==> config.mk <==
export PLATFORM = sky130hd
export DESIGN_NAME = local_frame_replacement_table_flat
export DESIGN_NICKNAME = d
export VERILOG_FILES = /design/src/design/lfrt_pkg.sv /design/src/design/lfrt_if.sv /design/src/design/lfrt_ram.sv /design/src/design/lfrt_cfg.sv /design/src/design/lfrt_ctrl.sv /design/src/design/local_frame_replacement_table.sv /design/src/flat_wrapper.sv
export VERILOG_INCLUDE_DIRS = /design/src /design/src/design
export SDC_FILE = /design/constraint.sdc
export NUM_CORES = 1
export LEC_CHECK = 0
export BUFFER_PORTS_ARGS = -buffer_cell sky130_fd_sc_hd__buf_2
export CORE_AREA = 8 8 336 338
export CTS_CLUSTER_SIZE = 40
export DETAILED_ROUTE_END_ITERATION = 6
export DIE_AREA = 0 0 344 346
export PLACE_DENSITY = 0.57
export SLEW_MARGIN = 20
export SYNTH_ARGS = -nofsm -noshare
export SYNTH_HDL_FRONTEND = slang
export SYNTH_SLANG_ARGS = --single-unit
==> constraint.sdc <==
create_clock -name clk -period 5 [get_ports clk]
set_input_delay 0.5 -clock clk [delete_from_list [all_inputs] [get_ports clk]]
set_output_delay 0.5 -clock clk [all_outputs]
set_load 0.02 [all_outputs]
==> src/design/assert_macros.svh <==
// Assertion macros used by the top-level RTL file of the frame replacement table.
`ifndef ASSERT_MACROS_SVH
`define ASSERT_MACROS_SVH
`ifndef SYNTHESIS
// Same-cycle implication, disabled during reset.
`define ASSERT_IMP(lbl, clk, rst_n, ante, cons, msg) \
  lbl: assert property (@(posedge clk) disable iff (!rst_n) (ante) |-> (cons)) \
    else $error(msg);
// Next-cycle implication, disabled during reset.
`define ASSERT_NXT(lbl, clk, rst_n, ante, cons, msg) \
  lbl: assert property (@(posedge clk) disable iff (!rst_n) (ante) |=> (cons)) \
    else $error(msg);
`else
`define ASSERT_IMP(lbl, clk, rst_n, ante, cons, msg)
`define ASSERT_NXT(lbl, clk, rst_n, ante, cons, msg)
`endif
`endif

==> src/design/lfrt_pkg.sv <==
// Shared types, field widths and codes of the frame replacement table.
package lfrt_pkg;

  // Field widths of the channels and registers
  localparam int CMD_W    = 2;
  localparam int PID_W    = 4;
  localparam int FIDX_W   = 6;
  localparam int STATUS_W = 2;
  localparam int HELD_W   = 7;
  localparam int LIMIT_W  = 7;
  localparam int PADDR_W  = 3;
  localparam int PDATA_W  = 32;

  // Default table size
  localparam int DEF_NUM_FRAMES    = 64;
  localparam int DEF_NUM_PROCESSES = 16;

  // Commands
  localparam logic [CMD_W-1:0] CMD_ALLOC = 2'd0;
  localparam logic [CMD_W-1:0] CMD_TOUCH = 2'd1;
  localparam logic [CMD_W-1:0] CMD_EVICT = 2'd2;
  localparam logic [CMD_W-1:0] CMD_QUERY = 2'd3;

  // Result status
  localparam logic [STATUS_W-1:0] ST_OK      = 2'd0;
  localparam logic [STATUS_W-1:0] ST_FULL    = 2'd1;
  localparam logic [STATUS_W-1:0] ST_NOEVICT = 2'd2;

  // Register indexes (paddr bit 2)
  localparam logic REG_POLICY = 1'b0;
  localparam logic REG_LIMIT  = 1'b1;

  // Replacement policy
  localparam logic POLICY_FIFO = 1'b0;
  localparam logic POLICY_LRU  = 1'b1;

  localparam logic [LIMIT_W-1:0] LIMIT_RESET = 7'd8;

  typedef struct packed {
    logic               policy;
    logic [LIMIT_W-1:0] limit;
  } cfg_t;

  typedef struct packed {
    logic clearing;
    logic busy;
  } ctrl_sts_t;

endpackage

==> src/design/lfrt_if.sv <==
// Valid/ready channel interfaces for requests and results.
interface lfrt_in_if import lfrt_pkg::*; ();
  logic              valid;
  logic              ready;
  logic [CMD_W-1:0]  cmd;
  logic [PID_W-1:0]  proc_id;
  logic [FIDX_W-1:0] frame_sel;

  modport source (output valid, cmd, proc_id, frame_sel, input ready);
  modport sink (input valid, cmd, proc_id, frame_sel, output ready);
endinterface

interface lfrt_out_if import lfrt_pkg::*; ();
  logic                valid;
  logic                ready;
  logic [FIDX_W-1:0]   frame_out;
  logic [PID_W-1:0]    evicted_owner;
  logic [STATUS_W-1:0] status;
  logic                can_allocate;
  logic [HELD_W-1:0]   held_frames;

  modport source (output valid, frame_out, evicted_owner, status, can_allocate,
                  held_frames, input ready);
  modport sink (input valid, frame_out, evicted_owner, status, can_allocate,
                held_frames, output ready);
endinterface

==> src/design/lfrt_ram.sv <==
// Generic single-write, single-read synchronous RAM with registered read.
module lfrt_ram #(
  parameter int WIDTH = 8,
  parameter int DEPTH = 64,
  localparam int AW = (DEPTH > 1) ? $clog2(DEPTH) : 1
) (
  input  logic             clk,
  input  logic             we,
  input  logic [AW-1:0]    waddr,
  input  logic [WIDTH-1:0] wdata,
  input  logic [AW-1:0]    raddr,
  output logic [WIDTH-1:0] rdata
);

  logic [WIDTH-1:0] mem_r [DEPTH];
  logic [WIDTH-1:0] rdata_r;

  // Write port and registered read port
  always_ff @(posedge clk) begin
    if (we) begin
      mem_r[waddr] <= wdata;
    end
    rdata_r <= mem_r[raddr];
  end

  assign rdata = rdata_r;

endmodule

==> src/design/lfrt_cfg.sv <==
// APB-style configuration registers: policy mode and per-process limit.
module lfrt_cfg import lfrt_pkg::*; (
  input  logic               clk,
  input  logic               rst_n,
  input  logic               psel,
  input  logic               penable,
  input  logic               pwrite,
  input  logic [PADDR_W-1:0] paddr,
  input  logic [PDATA_W-1:0] pwdata,
  output logic [PDATA_W-1:0] prdata,
  output logic               pready,
  output cfg_t               cfg
);

  logic               policy_r, policy_nxt;
  logic [LIMIT_W-1:0] limit_r, limit_nxt;
  logic               wr_en;
  logic               reg_sel;

  assign wr_en   = psel & penable & pwrite;
  assign reg_sel = paddr[PADDR_W-1];
  assign pready  = 1'b1;

  // Decode writes
  always_comb begin
    policy_nxt = policy_r;
    limit_nxt  = limit_r;
    if (wr_en) begin
      unique case (reg_sel)
        REG_POLICY: policy_nxt = pwdata[0];
        REG_LIMIT:  limit_nxt  = pwdata[LIMIT_W-1:0];
      endcase
    end
  end

  always_ff @(posedge clk) begin
    if (!rst_n) begin
      policy_r <= POLICY_FIFO;
      limit_r  <= LIMIT_RESET;
    end else begin
      policy_r <= policy_nxt;
      limit_r  <= limit_nxt;
    end
  end

  // Read back
  always_comb begin
    unique case (reg_sel)
      REG_POLICY: prdata = PDATA_W'(policy_r);
      REG_LIMIT:  prdata = PDATA_W'(limit_r);
    endcase
  end

  assign cfg.policy = policy_r;
  assign cfg.limit  = limit_r;

endmodule

==> src/design/lfrt_ctrl.sv <==
// Command sequencer: frame and count memories, sweeps and result register.
module lfrt_ctrl import lfrt_pkg::*; #(
  parameter int NUM_FRAMES    = DEF_NUM_FRAMES,
  parameter int NUM_PROCESSES = DEF_NUM_PROCESSES
) (
  input  logic       clk,
  input  logic       rst_n,
  lfrt_in_if.sink    in_ch,
  lfrt_out_if.source out_ch,
  input  cfg_t       cfg,
  output ctrl_sts_t  sts
);

  localparam int FW    = $clog2(NUM_FRAMES);
  localparam int PW    = (NUM_PROCESSES > 1) ? $clog2(NUM_PROCESSES) : 1;
  localparam int CW    = $clog2(NUM_FRAMES + 1);
  localparam int LW    = (CW > LIMIT_W) ? CW : LIMIT_W;
  localparam int EW    = 1 + PW + FW;
  localparam int CLR_N = (NUM_FRAMES > NUM_PROCESSES) ? NUM_FRAMES : NUM_PROCESSES;
  localparam int CLRW  = $clog2(CLR_N);

  localparam logic [2:0] S_CLEAR = 3'd0;
  localparam logic [2:0] S_IDLE  = 3'd1;
  localparam logic [2:0] S_LOOK  = 3'd2;
  localparam logic [2:0] S_SWEEP = 3'd3;
  localparam logic [2:0] S_OUT   = 3'd4;

  typedef struct packed {
    logic          used;
    logic [PW-1:0] owner;
    logic [FW-1:0] rank;
  } entry_t;

  // Frame memory and count memory ports
  logic          fm_we;
  logic [FW-1:0] fm_waddr, fm_raddr;
  entry_t        fm_wdata, fm_rdata;
  logic          cm_we;
  logic [PW-1:0] cm_waddr, cm_raddr;
  logic [CW-1:0] cm_wdata, cm_rdata;

  // Sequencer state
  logic [2:0]          state_r, state_nxt;
  logic [CLRW-1:0]     clr_r, clr_nxt;
  logic [CMD_W-1:0]    cmd_r, cmd_nxt;
  logic [PID_W-1:0]    pid_r, pid_nxt;
  logic [FIDX_W-1:0]   fi_r, fi_nxt;
  logic [CW-1:0]       cnt_r, cnt_nxt;
  logic [FW-1:0]       rank_r, rank_nxt;
  logic [FW-1:0]       sa_r, sa_nxt;
  logic                iss_r, iss_nxt;
  logic                pv_r, pv_nxt;
  logic [FW-1:0]       pa_r, pa_nxt;
  logic [FW-1:0]       res_frame_r, res_frame_nxt;
  logic [STATUS_W-1:0] res_status_r, res_status_nxt;

  // Result register
  logic                out_valid_r, out_valid_nxt;
  logic [FIDX_W-1:0]   out_frame_r, out_frame_nxt;
  logic [PID_W-1:0]    out_owner_r, out_owner_nxt;
  logic [STATUS_W-1:0] out_status_r, out_status_nxt;
  logic                out_can_r, out_can_nxt;
  logic [HELD_W-1:0]   out_held_r, out_held_nxt;

  logic          pid_ok;
  logic          fi_ok;
  logic [PW-1:0] pid_idx;
  logic          own_hit;
  logic          last_beat;

  lfrt_ram #(.WIDTH(EW), .DEPTH(NUM_FRAMES)) u_frame_mem (
    .clk   (clk),
    .we    (fm_we),
    .waddr (fm_waddr),
    .wdata (fm_wdata),
    .raddr (fm_raddr),
    .rdata (fm_rdata)
  );

  lfrt_ram #(.WIDTH(CW), .DEPTH(NUM_PROCESSES)) u_count_mem (
    .clk   (clk),
    .we    (cm_we),
    .waddr (cm_waddr),
    .wdata (cm_wdata),
    .raddr (cm_raddr),
    .rdata (cm_rdata)
  );

  assign pid_ok    = 32'(pid_r) < 32'(NUM_PROCESSES);
  assign fi_ok     = 32'(fi_r) < 32'(NUM_FRAMES);
  assign pid_idx   = PW'(pid_r);
  assign own_hit   = fm_rdata.used && (fm_rdata.owner == pid_idx);
  assign last_beat = pv_r && (pa_r == FW'(NUM_FRAMES - 1));

  // Read addresses: request frame on accept, sweep pointer otherwise; count memory reads the request process
  assign fm_raddr = (state_r == S_IDLE) ? FW'(in_ch.frame_sel) : sa_r;
  assign cm_raddr = PW'(in_ch.proc_id);

  always_comb begin
    state_nxt      = state_r;
    clr_nxt        = clr_r;
    cmd_nxt        = cmd_r;
    pid_nxt        = pid_r;
    fi_nxt         = fi_r;
    cnt_nxt        = cnt_r;
    rank_nxt       = rank_r;
    sa_nxt         = sa_r;
    iss_nxt        = iss_r;
    pv_nxt         = pv_r;
    pa_nxt         = pa_r;
    res_frame_nxt  = res_frame_r;
    res_status_nxt = res_status_r;
    out_frame_nxt  = out_frame_r;
    out_owner_nxt  = out_owner_r;
    out_status_nxt = out_status_r;
    out_can_nxt    = out_can_r;
    out_held_nxt   = out_held_r;
    out_valid_nxt  = out_valid_r && !out_ch.ready;
    fm_we          = 1'b0;
    fm_waddr       = pa_r;
    fm_wdata       = fm_rdata;
    cm_we          = 1'b0;
    cm_waddr       = pid_idx;
    cm_wdata       = cnt_r;

    unique case (state_r)
      // Clear both memories, one entry per cycle
      S_CLEAR: begin
        fm_we    = 32'(clr_r) < 32'(NUM_FRAMES);
        fm_waddr = FW'(clr_r);
        fm_wdata = '0;
        cm_we    = 32'(clr_r) < 32'(NUM_PROCESSES);
        cm_waddr = PW'(clr_r);
        cm_wdata = '0;
        if (clr_r == CLRW'(CLR_N - 1)) begin
          state_nxt = S_IDLE;
        end else begin
          clr_nxt = clr_r + 1'b1;
        end
      end

      // Take a request beat; memories read the frame and the count
      S_IDLE: begin
        if (in_ch.valid) begin
          cmd_nxt   = in_ch.cmd;
          pid_nxt   = in_ch.proc_id;
          fi_nxt    = in_ch.frame_sel;
          state_nxt = S_LOOK;
        end
      end

      // Decide whether a sweep is needed
      S_LOOK: begin
        cnt_nxt        = cm_rdata;
        rank_nxt       = fm_rdata.rank;
        sa_nxt         = '0;
        iss_nxt        = 1'b1;
        pv_nxt         = 1'b0;
        res_frame_nxt  = '0;
        res_status_nxt = ST_OK;
        state_nxt      = S_OUT;
        case (cmd_r)
          CMD_ALLOC: begin
            if (pid_ok && (LW'(cm_rdata) < LW'(cfg.limit))) begin
              state_nxt = S_SWEEP;
            end else begin
              res_status_nxt = ST_FULL;
            end
          end
          CMD_TOUCH: begin
            if (pid_ok && (cfg.policy == POLICY_LRU) && fi_ok && own_hit) begin
              state_nxt = S_SWEEP;
            end
          end
          CMD_EVICT: begin
            if (pid_ok && (cm_rdata != '0)) begin
              state_nxt = S_SWEEP;
            end else begin
              res_status_nxt = ST_NOEVICT;
            end
          end
          default: state_nxt = S_OUT;
        endcase
      end

      // Walk the frames (allocate stops at the first free one): read one, update the one read in the previous cycle
      S_SWEEP: begin
        pv_nxt = iss_r;
        if (iss_r) begin
          pa_nxt = sa_r;
          if (sa_r == FW'(NUM_FRAMES - 1)) begin
            iss_nxt = 1'b0;
          end else begin
            sa_nxt = sa_r + 1'b1;
          end
        end
        if (pv_r) begin
          case (cmd_r)
            CMD_ALLOC: begin
              if (!fm_rdata.used) begin
                fm_we          = 1'b1;
                fm_wdata.used  = 1'b1;
                fm_wdata.owner = pid_idx;
                fm_wdata.rank  = FW'(cnt_r);
                res_frame_nxt  = pa_r;
                cnt_nxt        = cnt_r + 1'b1;
                cm_we          = 1'b1;
                cm_wdata       = cnt_r + 1'b1;
                state_nxt      = S_OUT;
              end else if (last_beat) begin
                res_status_nxt = ST_FULL;
                state_nxt      = S_OUT;
              end
            end
            CMD_TOUCH: begin
              if (own_hit) begin
                if (pa_r == FW'(fi_r)) begin
                  fm_we         = 1'b1;
                  fm_wdata.rank = FW'(cnt_r - 1'b1);
                end else if (fm_rdata.rank > rank_r) begin
                  fm_we         = 1'b1;
                  fm_wdata.rank = fm_rdata.rank - 1'b1;
                end
              end
              if (last_beat) begin
                state_nxt = S_OUT;
              end
            end
            CMD_EVICT: begin
              if (own_hit) begin
                fm_we = 1'b1;
                if (fm_rdata.rank == '0) begin
                  fm_wdata.used = 1'b0;
                  res_frame_nxt = pa_r;
                end else begin
                  fm_wdata.rank = fm_rdata.rank - 1'b1;
                end
              end
              if (last_beat) begin
                cnt_nxt   = cnt_r - 1'b1;
                cm_we     = 1'b1;
                cm_wdata  = cnt_r - 1'b1;
                state_nxt = S_OUT;
              end
            end
            default: state_nxt = S_OUT;
          endcase
        end
      end

      // Load the result register once it is free
      S_OUT: begin
        if (!out_valid_r || out_ch.ready) begin
          out_valid_nxt  = 1'b1;
          out_frame_nxt  = FIDX_W'(res_frame_r);
          out_status_nxt = res_status_r;
          out_owner_nxt  = ((cmd_r == CMD_EVICT) && (res_status_r == ST_OK)) ?
                           pid_r : '0;
          out_held_nxt   = pid_ok ? HELD_W'(cnt_r) : '0;
          out_can_nxt    = pid_ok && (LW'(cnt_r) < LW'(cfg.limit));
          state_nxt      = S_IDLE;
        end
      end

      default: state_nxt = S_IDLE;
    endcase
  end

  // Control state
  always_ff @(posedge clk) begin
    if (!rst_n) begin
      state_r     <= S_CLEAR;
      clr_r       <= '0;
      iss_r       <= 1'b0;
      pv_r        <= 1'b0;
      out_valid_r <= 1'b0;
    end else begin
      state_r     <= state_nxt;
      clr_r       <= clr_nxt;
      iss_r       <= iss_nxt;
      pv_r        <= pv_nxt;
      out_valid_r <= out_valid_nxt;
    end
  end

  // Payload registers
  always_ff @(posedge clk) begin
    cmd_r        <= cmd_nxt;
    pid_r        <= pid_nxt;
    fi_r         <= fi_nxt;
    cnt_r        <= cnt_nxt;
    rank_r       <= rank_nxt;
    sa_r         <= sa_nxt;
    pa_r         <= pa_nxt;
    res_frame_r  <= res_frame_nxt;
    res_status_r <= res_status_nxt;
    out_frame_r  <= out_frame_nxt;
    out_owner_r  <= out_owner_nxt;
    out_status_r <= out_status_nxt;
    out_can_r    <= out_can_nxt;
    out_held_r   <= out_held_nxt;
  end

  assign in_ch.ready          = (state_r == S_IDLE);
  assign out_ch.valid         = out_valid_r;
  assign out_ch.frame_out     = out_frame_r;
  assign out_ch.evicted_owner = out_owner_r;
  assign out_ch.status        = out_status_r;
  assign out_ch.can_allocate  = out_can_r;
  assign out_ch.held_frames   = out_held_r;

  assign sts.clearing = (state_r == S_CLEAR);
  assign sts.busy     = (state_r != S_IDLE);

endmodule

==> src/design/local_frame_replacement_table.sv <==
// Query requests and requests refused in the look state go straight to the result register;
// allocate, touch and evict first sweep the frame memory (allocate stops at a free frame).
// One request at a time: the next is taken once the last has reached the result register.
// The result register lets the next request in while a result beat waits.
// Reset (synchronous, rst_n low) starts a clearing pass over both memories; requests wait
// until it ends, configuration writes do not.
`include "assert_macros.svh"
module local_frame_replacement_table import lfrt_pkg::*; #(
  parameter int NUM_FRAMES    = DEF_NUM_FRAMES,
  parameter int NUM_PROCESSES = DEF_NUM_PROCESSES
) (
  input  logic               clk,
  input  logic               rst_n,
  lfrt_in_if.sink            in_ch,
  lfrt_out_if.source         out_ch,
  input  logic               psel,
  input  logic               penable,
  input  logic               pwrite,
  input  logic [PADDR_W-1:0] paddr,
  input  logic [PDATA_W-1:0] pwdata,
  output logic [PDATA_W-1:0] prdata,
  output logic               pready
);

  cfg_t      cfg;
  ctrl_sts_t sts;

  lfrt_cfg u_cfg (
    .clk     (clk),
    .rst_n   (rst_n),
    .psel    (psel),
    .penable (penable),
    .pwrite  (pwrite),
    .paddr   (paddr),
    .pwdata  (pwdata),
    .prdata  (prdata),
    .pready  (pready),
    .cfg     (cfg)
  );

  lfrt_ctrl #(
    .NUM_FRAMES    (NUM_FRAMES),
    .NUM_PROCESSES (NUM_PROCESSES)
  ) u_ctrl (
    .clk    (clk),
    .rst_n  (rst_n),
    .in_ch  (in_ch),
    .out_ch (out_ch),
    .cfg    (cfg),
    .sts    (sts)
  );

  // Checks on the sequencer
  `ASSERT_NXT(a_busy_after_beat, clk, rst_n, in_ch.valid && in_ch.ready, sts.busy,
              "request beat did not start work")
  `ASSERT_IMP(a_no_beat_clearing, clk, rst_n, sts.clearing, !in_ch.ready,
              "request taken during clearing pass")
  `ASSERT_IMP(a_fail_zero_frame, clk, rst_n, out_ch.valid && (out_ch.status != ST_OK),
              (out_ch.frame_out == '0) && (out_ch.evicted_owner == '0),
              "failed result carries a frame")
  `ASSERT_IMP(a_noevict_empty, clk, rst_n, out_ch.valid && (out_ch.status == ST_NOEVICT),
              out_ch.held_frames == '0, "nothing to evict but frames held")

endmodule
==> src/flat_wrapper.sv <==
// flat-port wrapper written by rule: the top's interface ports become plain ports
module local_frame_replacement_table_flat import lfrt_pkg::*;
#(
  parameter int NUM_FRAMES    = DEF_NUM_FRAMES,
  parameter int NUM_PROCESSES = DEF_NUM_PROCESSES
)
  (clk, rst_n, psel, penable, pwrite, paddr, pwdata, prdata, pready, in_ch_valid, in_ch_cmd, in_ch_proc_id, in_ch_frame_sel, in_ch_ready, out_ch_valid, out_ch_frame_out, out_ch_evicted_owner, out_ch_status, out_ch_can_allocate, out_ch_held_frames, out_ch_ready);
  lfrt_in_if in_ch_i ();
  lfrt_out_if out_ch_i ();
  input  logic clk;
  input  logic rst_n;
  input  logic psel;
  input  logic penable;
  input  logic pwrite;
  input  logic [PADDR_W-1:0] paddr;
  input  logic [PDATA_W-1:0] pwdata;
  output logic [PDATA_W-1:0] prdata;
  output logic pready;
  input wire logic [$bits(in_ch_i.valid)-1:0] in_ch_valid;
  input wire logic [$bits(in_ch_i.cmd)-1:0] in_ch_cmd;
  input wire logic [$bits(in_ch_i.proc_id)-1:0] in_ch_proc_id;
  input wire logic [$bits(in_ch_i.frame_sel)-1:0] in_ch_frame_sel;
  output wire logic [$bits(in_ch_i.ready)-1:0] in_ch_ready;
  output wire logic [$bits(out_ch_i.valid)-1:0] out_ch_valid;
  output wire logic [$bits(out_ch_i.frame_out)-1:0] out_ch_frame_out;
  output wire logic [$bits(out_ch_i.evicted_owner)-1:0] out_ch_evicted_owner;
  output wire logic [$bits(out_ch_i.status)-1:0] out_ch_status;
  output wire logic [$bits(out_ch_i.can_allocate)-1:0] out_ch_can_allocate;
  output wire logic [$bits(out_ch_i.held_frames)-1:0] out_ch_held_frames;
  input wire logic [$bits(out_ch_i.ready)-1:0] out_ch_ready;
  assign in_ch_i.valid = in_ch_valid;
  assign in_ch_i.cmd = in_ch_cmd;
  assign in_ch_i.proc_id = in_ch_proc_id;
  assign in_ch_i.frame_sel = in_ch_frame_sel;
  assign in_ch_ready = in_ch_i.ready;
  assign out_ch_valid = out_ch_i.valid;
  assign out_ch_frame_out = out_ch_i.frame_out;
  assign out_ch_evicted_owner = out_ch_i.evicted_owner;
  assign out_ch_status = out_ch_i.status;
  assign out_ch_can_allocate = out_ch_i.can_allocate;
  assign out_ch_held_frames = out_ch_i.held_frames;
  assign out_ch_i.ready = out_ch_ready;
  local_frame_replacement_table #(.NUM_FRAMES(NUM_FRAMES), .NUM_PROCESSES(NUM_PROCESSES)) u_core (.clk(clk), .rst_n(rst_n), .in_ch(in_ch_i), .out_ch(out_ch_i), .psel(psel), .penable(penable), .pwrite(pwrite), .paddr(paddr), .pwdata(pwdata), .prdata(prdata), .pready(pready));
endmodule
# ---- Word level (Yosys, flattened, before mapping)
# Memory sizes are Yosys's and may differ from the RTL's. A register that Yosys moved wholly into a read port is not among the register bits.
# Index checks and enable logic that the tools add are counted.
dict set report word_totals {
  memories 2
  reg_bits 85
  output_inout_bits 55
  word_cells 159
  ramBits 816
}
# name words width read_ports rd_ports_with_merged_regs wr line
set mem_list {}
lappend mem_list {u_core.u_ctrl.u_frame_mem.mem_r 64 11 1 1 1 lfrt_ram.sv:15} ;# logic [WIDTH-1:0] mem_r [DEPTH];
lappend mem_list {u_core.u_ctrl.u_count_mem.mem_r 16 7 1 1 1 lfrt_ram.sv:15}
dict set report classes {
  bitwise 4
  n_addsub 5
  n_reduce_logical 25
  n_mux 74
  n_eq_ne 24
  magnitude_cmp 4
}
# op count
set ops {}
lappend ops {{$mux W6} 13}
lappend ops {{$pmux W32 S2} 1}
lappend ops {{$pmux W7 S2} 3}
lappend ops {{$pmux W6 S2} 3}
lappend ops {{$mux W3} 9}
lappend ops {{$pmux W11 S2} 1}
lappend ops {{$mux W7} 3}
lappend ops {{$mux W1} 19}
lappend ops {{$eq A6 B6 Y1 const B} 3}
lappend ops {{$pmux W6 S3} 1}
lappend ops {{$ne A2 B2 Y1 const B} 8}
lappend ops {{$pmux W3 S5} 1}
lappend ops {{$lt A7 B7 Y1} 2}
lappend ops {{$add A6 B1 Y6 const B} 2}
lappend ops {{$ne A3 B3 Y1 const B} 4}
lappend ops {{$pmux W1 S2} 6}
lappend ops {{$reduce_and A2 Y1} 6}
lappend ops {{$mux W11} 1}
lappend ops {{$mux W10} 1}
lappend ops {{$mux W2} 5}
lappend ops {{$pmux W3 S3} 1}
lappend ops {{$mux W4} 2}
lappend ops {{$pmux W2 S2} 2}
lappend ops {{$add A7 B1 Y7 const B} 1}
lappend ops {{29 further kinds} 38}

# ---- Depth between registers and ports, before layout
dict set report depth {
  ltp_word 9
  ltp_mapped 12
  ltp_nobuf 9
}

# ---- Modules after synthesis
# Synthesis repeated with hierarchy kept, for this count alone.
dict set report unflattened {
  cells_unflattened 2168
  hier_area_um2 37621.1
}
# mod seq_area_each_um2 cells_each instances area_per_inst_um2
set modules_own_cells {}
lappend modules_own_cells {{lfrt_ram (u_core.u_ctrl.u_frame_mem)} 21360.5 1380 1 27594.0}
lappend modules_own_cells {lfrt_ctrl 2192.1 514 1 4894.7}
lappend modules_own_cells {{lfrt_ram (u_core.u_ctrl.u_count_mem)} 3503.4 203 1 4530.6}
lappend modules_own_cells {lfrt_cfg 160.2 71 1 601.8}

# ---- Least setup slack after synthesis
# OpenSTA, ideal clock, no wires.
dict set report synth_path {
  kind {flip-flop to flip-flop}
  from {reg u_core.u_ctrl.cnt_r[3]}
  to {mem u_core.u_ctrl.u_frame_mem.mem_r[0][5] (netlist bit) (data pin)}
  arrival_time_ns 4.242
  synth_period_minus_slack_ns 4.943
  stages_incl_launch_ff 9
  t_required_ns 4.298
  slack_ns 0.057
  setup_ns 0.702
  cell_sequence {edfxtp_1 -> clkbuf_1 -> or4_1 -> nor2_1 -> xnor2_1 -> nor2_1 -> o21ai_0 -> a22oi_1 -> o21ai_0}
}
# item line
set synth_lines {}
lappend synth_lines {{start: declaration} lfrt_ctrl.sv:48} ;# logic [CW-1:0] cnt_r, cnt_nxt;
lappend synth_lines {{start signal: assignment} lfrt_ctrl.sv:291} ;# cnt_r <= cnt_nxt;
lappend synth_lines {{end: declaration} lfrt_ram.sv:15}

# ---- Worst setup path after layout
dict set report layout_path {
  from {reg u_core.u_ctrl.state_r[0]}
  to {reg u_core.u_ctrl.u_frame_mem.rdata_r[0] (netlist: u_core.u_ctrl.u_frame_mem.rdata[0]) (read register of u_core.u_ctrl.u_frame_mem.mem_r)}
}
dict set report layout_between {
  elab_chain_cells 2
}
# item line
set layout_rtl {}
lappend layout_rtl {{start: declaration} lfrt_ctrl.sv:43} ;# logic [2:0] state_r, state_nxt;
lappend layout_rtl {{start signal: assignment} lfrt_ctrl.sv:278} ;# state_r <= state_nxt;
lappend layout_rtl {{$eq A3 B1 Y1} lfrt_ctrl.sv:96} ;# assign fm_raddr = (state_r == S_IDLE) ? FW'(in_ch.frame_sel) : sa_r;
lappend layout_rtl {{$mux W6} lfrt_ctrl.sv:96}
lappend layout_rtl {{end: declaration} lfrt_ram.sv:16} ;# logic [WIDTH-1:0] rdata_r;
# Every way passes these cells.
# A chain may end at the register's enable or synchronous reset.

==> results.md <==
- Final period util: 86.8%
- Max frequency: 231 MHz
- Ys Warns: 0
- Outcome: complete, no violations
- Final Cell Area: 43,100 um^2
- Ys flop type: edfxtp_1
- PortBufs: 55
- Most common cell after layout, fill and taps aside: edfxtp_1
- Final total power: 0.0155 W
- Reg-to-Reg End: u_core.u_ctrl.u_frame_mem.rdata[0]$_DFF_P_
- Setup crit end: u_core.u_ctrl.u_frame_mem.rdata[0]$_DFF_P_
- Most used cell, CP: buf_4
- Worst setup EP type: flip-flop
- Die height: 346 um
- Worst vdd ir: 0.000254 V
- Area of the multi-input gates: 9530 um^2
- Vias in the first global route: 20,995
- TritonCTS clock tree: built
- Cell taking the most area after synthesis: edfxtp_1
- Worst-case clock buffer depth: 3
- Hold WC Path Type: input port to flip-flop
- Clock sinks: 919
- Worst r2r src: u_core.u_ctrl.state_r[0]$_SDFFE_PN0P_
- Worst Setup SP: u_core.u_ctrl.state_r[0]$_SDFFE_PN0P_
- Worst path bufs/invs: 4
- Filler cell count: 9,756
- Residual DRC: 0
- Post-route setup slack: 662 ps
- Htree depth: 3
- Initial DRC count: 1,912
- Post-Syn Area per Cell: 16.4 um^2
- Clock transition at the registers of the reported paths: 60 ps
- Share of layout cells above drive strength 1: 15.6%
- WL final: 92.4 mm
- Post-DP HPWL: 58.6 mm
- Slew @ Worst Pin: 1190 ps
- Cell area after placement: 40,100 um^2
- Vias per Instance: 5.31
- Critical Path AT: 4840 ps
- Synth Register Bits: 919
- CP Max Fanout: 53
- Final hold vios: 0
- Number of synthesized flops with an enable pin: 881
- Synth async-reset ratio: 0%
- Cts hold-fix bufs: 0
- Die W: 344 um
- Top post-synthesis cells by area: edfxtp_1, mux2i_1, o22ai_1
- P_leak: 15.4 nW
- Antenna Violating Nets Remaining: 0
- Fin Hold WS: 66.8 ps
- Total CTS buffers: 90
- CP delay by family, top: buffers and inverters
- FF-to-FF path depth: 10
- Seq/Total Area, Yosys: 72.7%
- Via count: 20,891
- CP Cell Sequence: or3b_1, clkinv_2, mux2i_4, buf_12, buf_4, mux2i_1, o22ai_1, o41ai_1, buf_4, nand4_1
- Max-cap violations: 0
- Relative slew margins: 20.1%
- Post_cts resized: 0
- R2R setup slack: 660 ps
- # setup viols final: 0
- Worst-Skew Late Latency: 660 ps
- Root Driver: clkbuf_16
- Area grow syn2layout: 15.2%
- Routability cong.: 0.884
- Total GRT Usage: 15.2%
- Most frequent cells in the layout: edfxtp_1, mux2i_1, o22ai_1
- Initial antenna violation count: 2
- Post-Syn Instances: 2,286
- Top-area cell type share of the netlist area: 70.7%
- Largest net degree at the start of global routing: 91
- Setup TNS: 0 ps
- Register Area: 27,200 um^2
- Core area: 108,000 um^2
- Top Ports: 109
- FP Rows: 121
- Post-Route Skew: 28.4 ps
- Final slew viol count: 0
- Power Density: 360 nW/um^2
- Setup bufs post-CTS: 0
- Pre-CTS WS: 589 ps
- First-pass GRT wire length: 137 mm
- Slowest-stage cell, CP: mux2i_4
- RSZ-0062 raised after global routing: false
- Wire per inst: 23.5 um
- CP Depth: 10
- Largest stage delay, worst path: 660 ps
- Worst Path Required: 5500 ps
- Initial core utilization: 34.7%
- Drt pass-1 iters: 6
- Synthesized cell area: 37,400 um^2
- Minimum clock period: 4340 ps
- Setup Crit Path Kind: flip-flop to flip-flop
- Yosys cell types: 61
- Final nets: 2,531
- Die area: 119,000 um^2
- Grt ovf: 0
- Critical path launch point type: flip-flop
==> layer usage <==
layer	share of wire, %	vias up	GRT usage (%)
met2	48	686	25.0
met5	0	-	0
met4	2.4	0	4.54
met1	43	10652	20.6
met3	6.3	147	2.49
li1	-	9406	-
==> synthesized netlist by cell type (3+ instances only) <==
master,n
edfxtp_1,881
mux2i_1,358
o22ai_1,182
nand2_1,94
nor3_1,78
nor2_1,75
clkbuf_1,68
o41ai_1,44
a21oi_1,38
dfxtp_1,38
mux4_2,35
o21ai_0,30
inv_1,29
buf_4,28
ha_1,28
buf_6,23
nand3_1,21
buf_2,20
nand4_1,18
xnor2_1,18
a21o_1,15
and2_1,14
nand3b_1,14
a31oi_1,10
a22oi_1,9
buf_1,9
and3_1,8
nand2b_1,8
nor3b_1,8
xor2_1,8
o211ai_1,7
or3_1,6
nor2b_1,5
o221ai_1,5
mux2_2,4
o2bb2ai_1,4
o31ai_1,4
clkinv_1,3
nor4_1,3
o21a_1,3
or2_2,3
==> through the flow <==
step	utilization (%)	cells
2_1_floorplan	-	2310
3_3_place_gp	37.2	3770
3_5_place_dp	37.2	3770
6_report	40.0	3934
5_1_grt	40.0	3932
4_1_cts	39.9	3931
==> kinds of logic after synthesis <==
kind of cell    after synthesis  synth area share, %
compound gates              371                 6.58
xor+xnor                     26                0.609
fa+ha+maj                    28                0.936
buf+inv                     182                 2.64
flops                       919                 72.7
mux                         397                 11.8
other cells                   2               0.0201
simple gates                361                 4.68
==> layout make-up <==
cell class / count / area share, %
Sequential cell: 919 / 63.1
Tap cell: 1414 / 4.10
Clock buffer: 109 / 5.49
Clock inverter: 52 / 1.43
Multi-Input combinational cell: 1209 / 22.1
Timing Repair Buffer: 196 / 3.46
Inverter: 33 / 0.290
Antenna cell: 2 / 0.0116
==> report_power, final <==
group | leakage, nW | internal (W) | switching (W) | total, W
Combinational | 6.48 | 0.0000942 | 0.000178 | 0.000272
Clock | 1.44 | 0.00400 | 0.00285 | 0.00685
Sequential | 7.53 | 0.00838 | 0.0000244 | 0.00841
==> worst min-delay path by stage <==
stage / startpoint / to / slack, ps / depth (start not counted)
detailed placement: u_core.u_ctrl.res_frame_r[1]$_SDFFCE_PN0P_ / u_core.u_ctrl.out_ch.frame_out[1]$_DFFE_PP_ / 410 / 0
floorplan: u_core.u_ctrl.res_frame_r[0]$_SDFFCE_PN0P_ / u_core.u_ctrl.out_ch.frame_out[0]$_DFFE_PP_ / 400 / 0
CTS: in_ch_cmd[1] / u_core.u_ctrl.cmd_r[1]$_DFFE_PP_ / 20 / 1
global placement: u_core.u_ctrl.res_frame_r[0]$_SDFFCE_PN0P_ / u_core.u_ctrl.out_ch.frame_out[0]$_DFFE_PP_ / 410 / 0
finish: in_ch_cmd[1] / u_core.u_ctrl.cmd_r[1]$_DFFE_PP_ / 70 / 1
global route: in_ch_cmd[1] / u_core.u_ctrl.cmd_r[1]$_DFFE_PP_ / 40 / 1
==> sequential cells by signal (all words and copies together), names as in the netlist, 6 cells and up <==
name,count
u_core.u_ctrl.pa_r,6
u_core.u_ctrl.out_ch.frame_out,6
u_core.u_ctrl.u_count_mem.mem_r,112
u_core.u_ctrl.rank_r,6
u_core.u_ctrl.clr_r,6
u_core.u_ctrl.out_ch.held_frames,7
u_core.u_cfg.limit_r,7
u_core.u_ctrl.cnt_r,7
u_core.u_ctrl.fi_r,6
u_core.u_ctrl.u_count_mem.rdata,7
u_core.u_ctrl.u_frame_mem.mem_r,704
u_core.u_ctrl.u_frame_mem.rdata,11
u_core.u_ctrl.res_frame_r,6
u_core.u_ctrl.sa_r,6
Power figures use the tool's default switching activity.
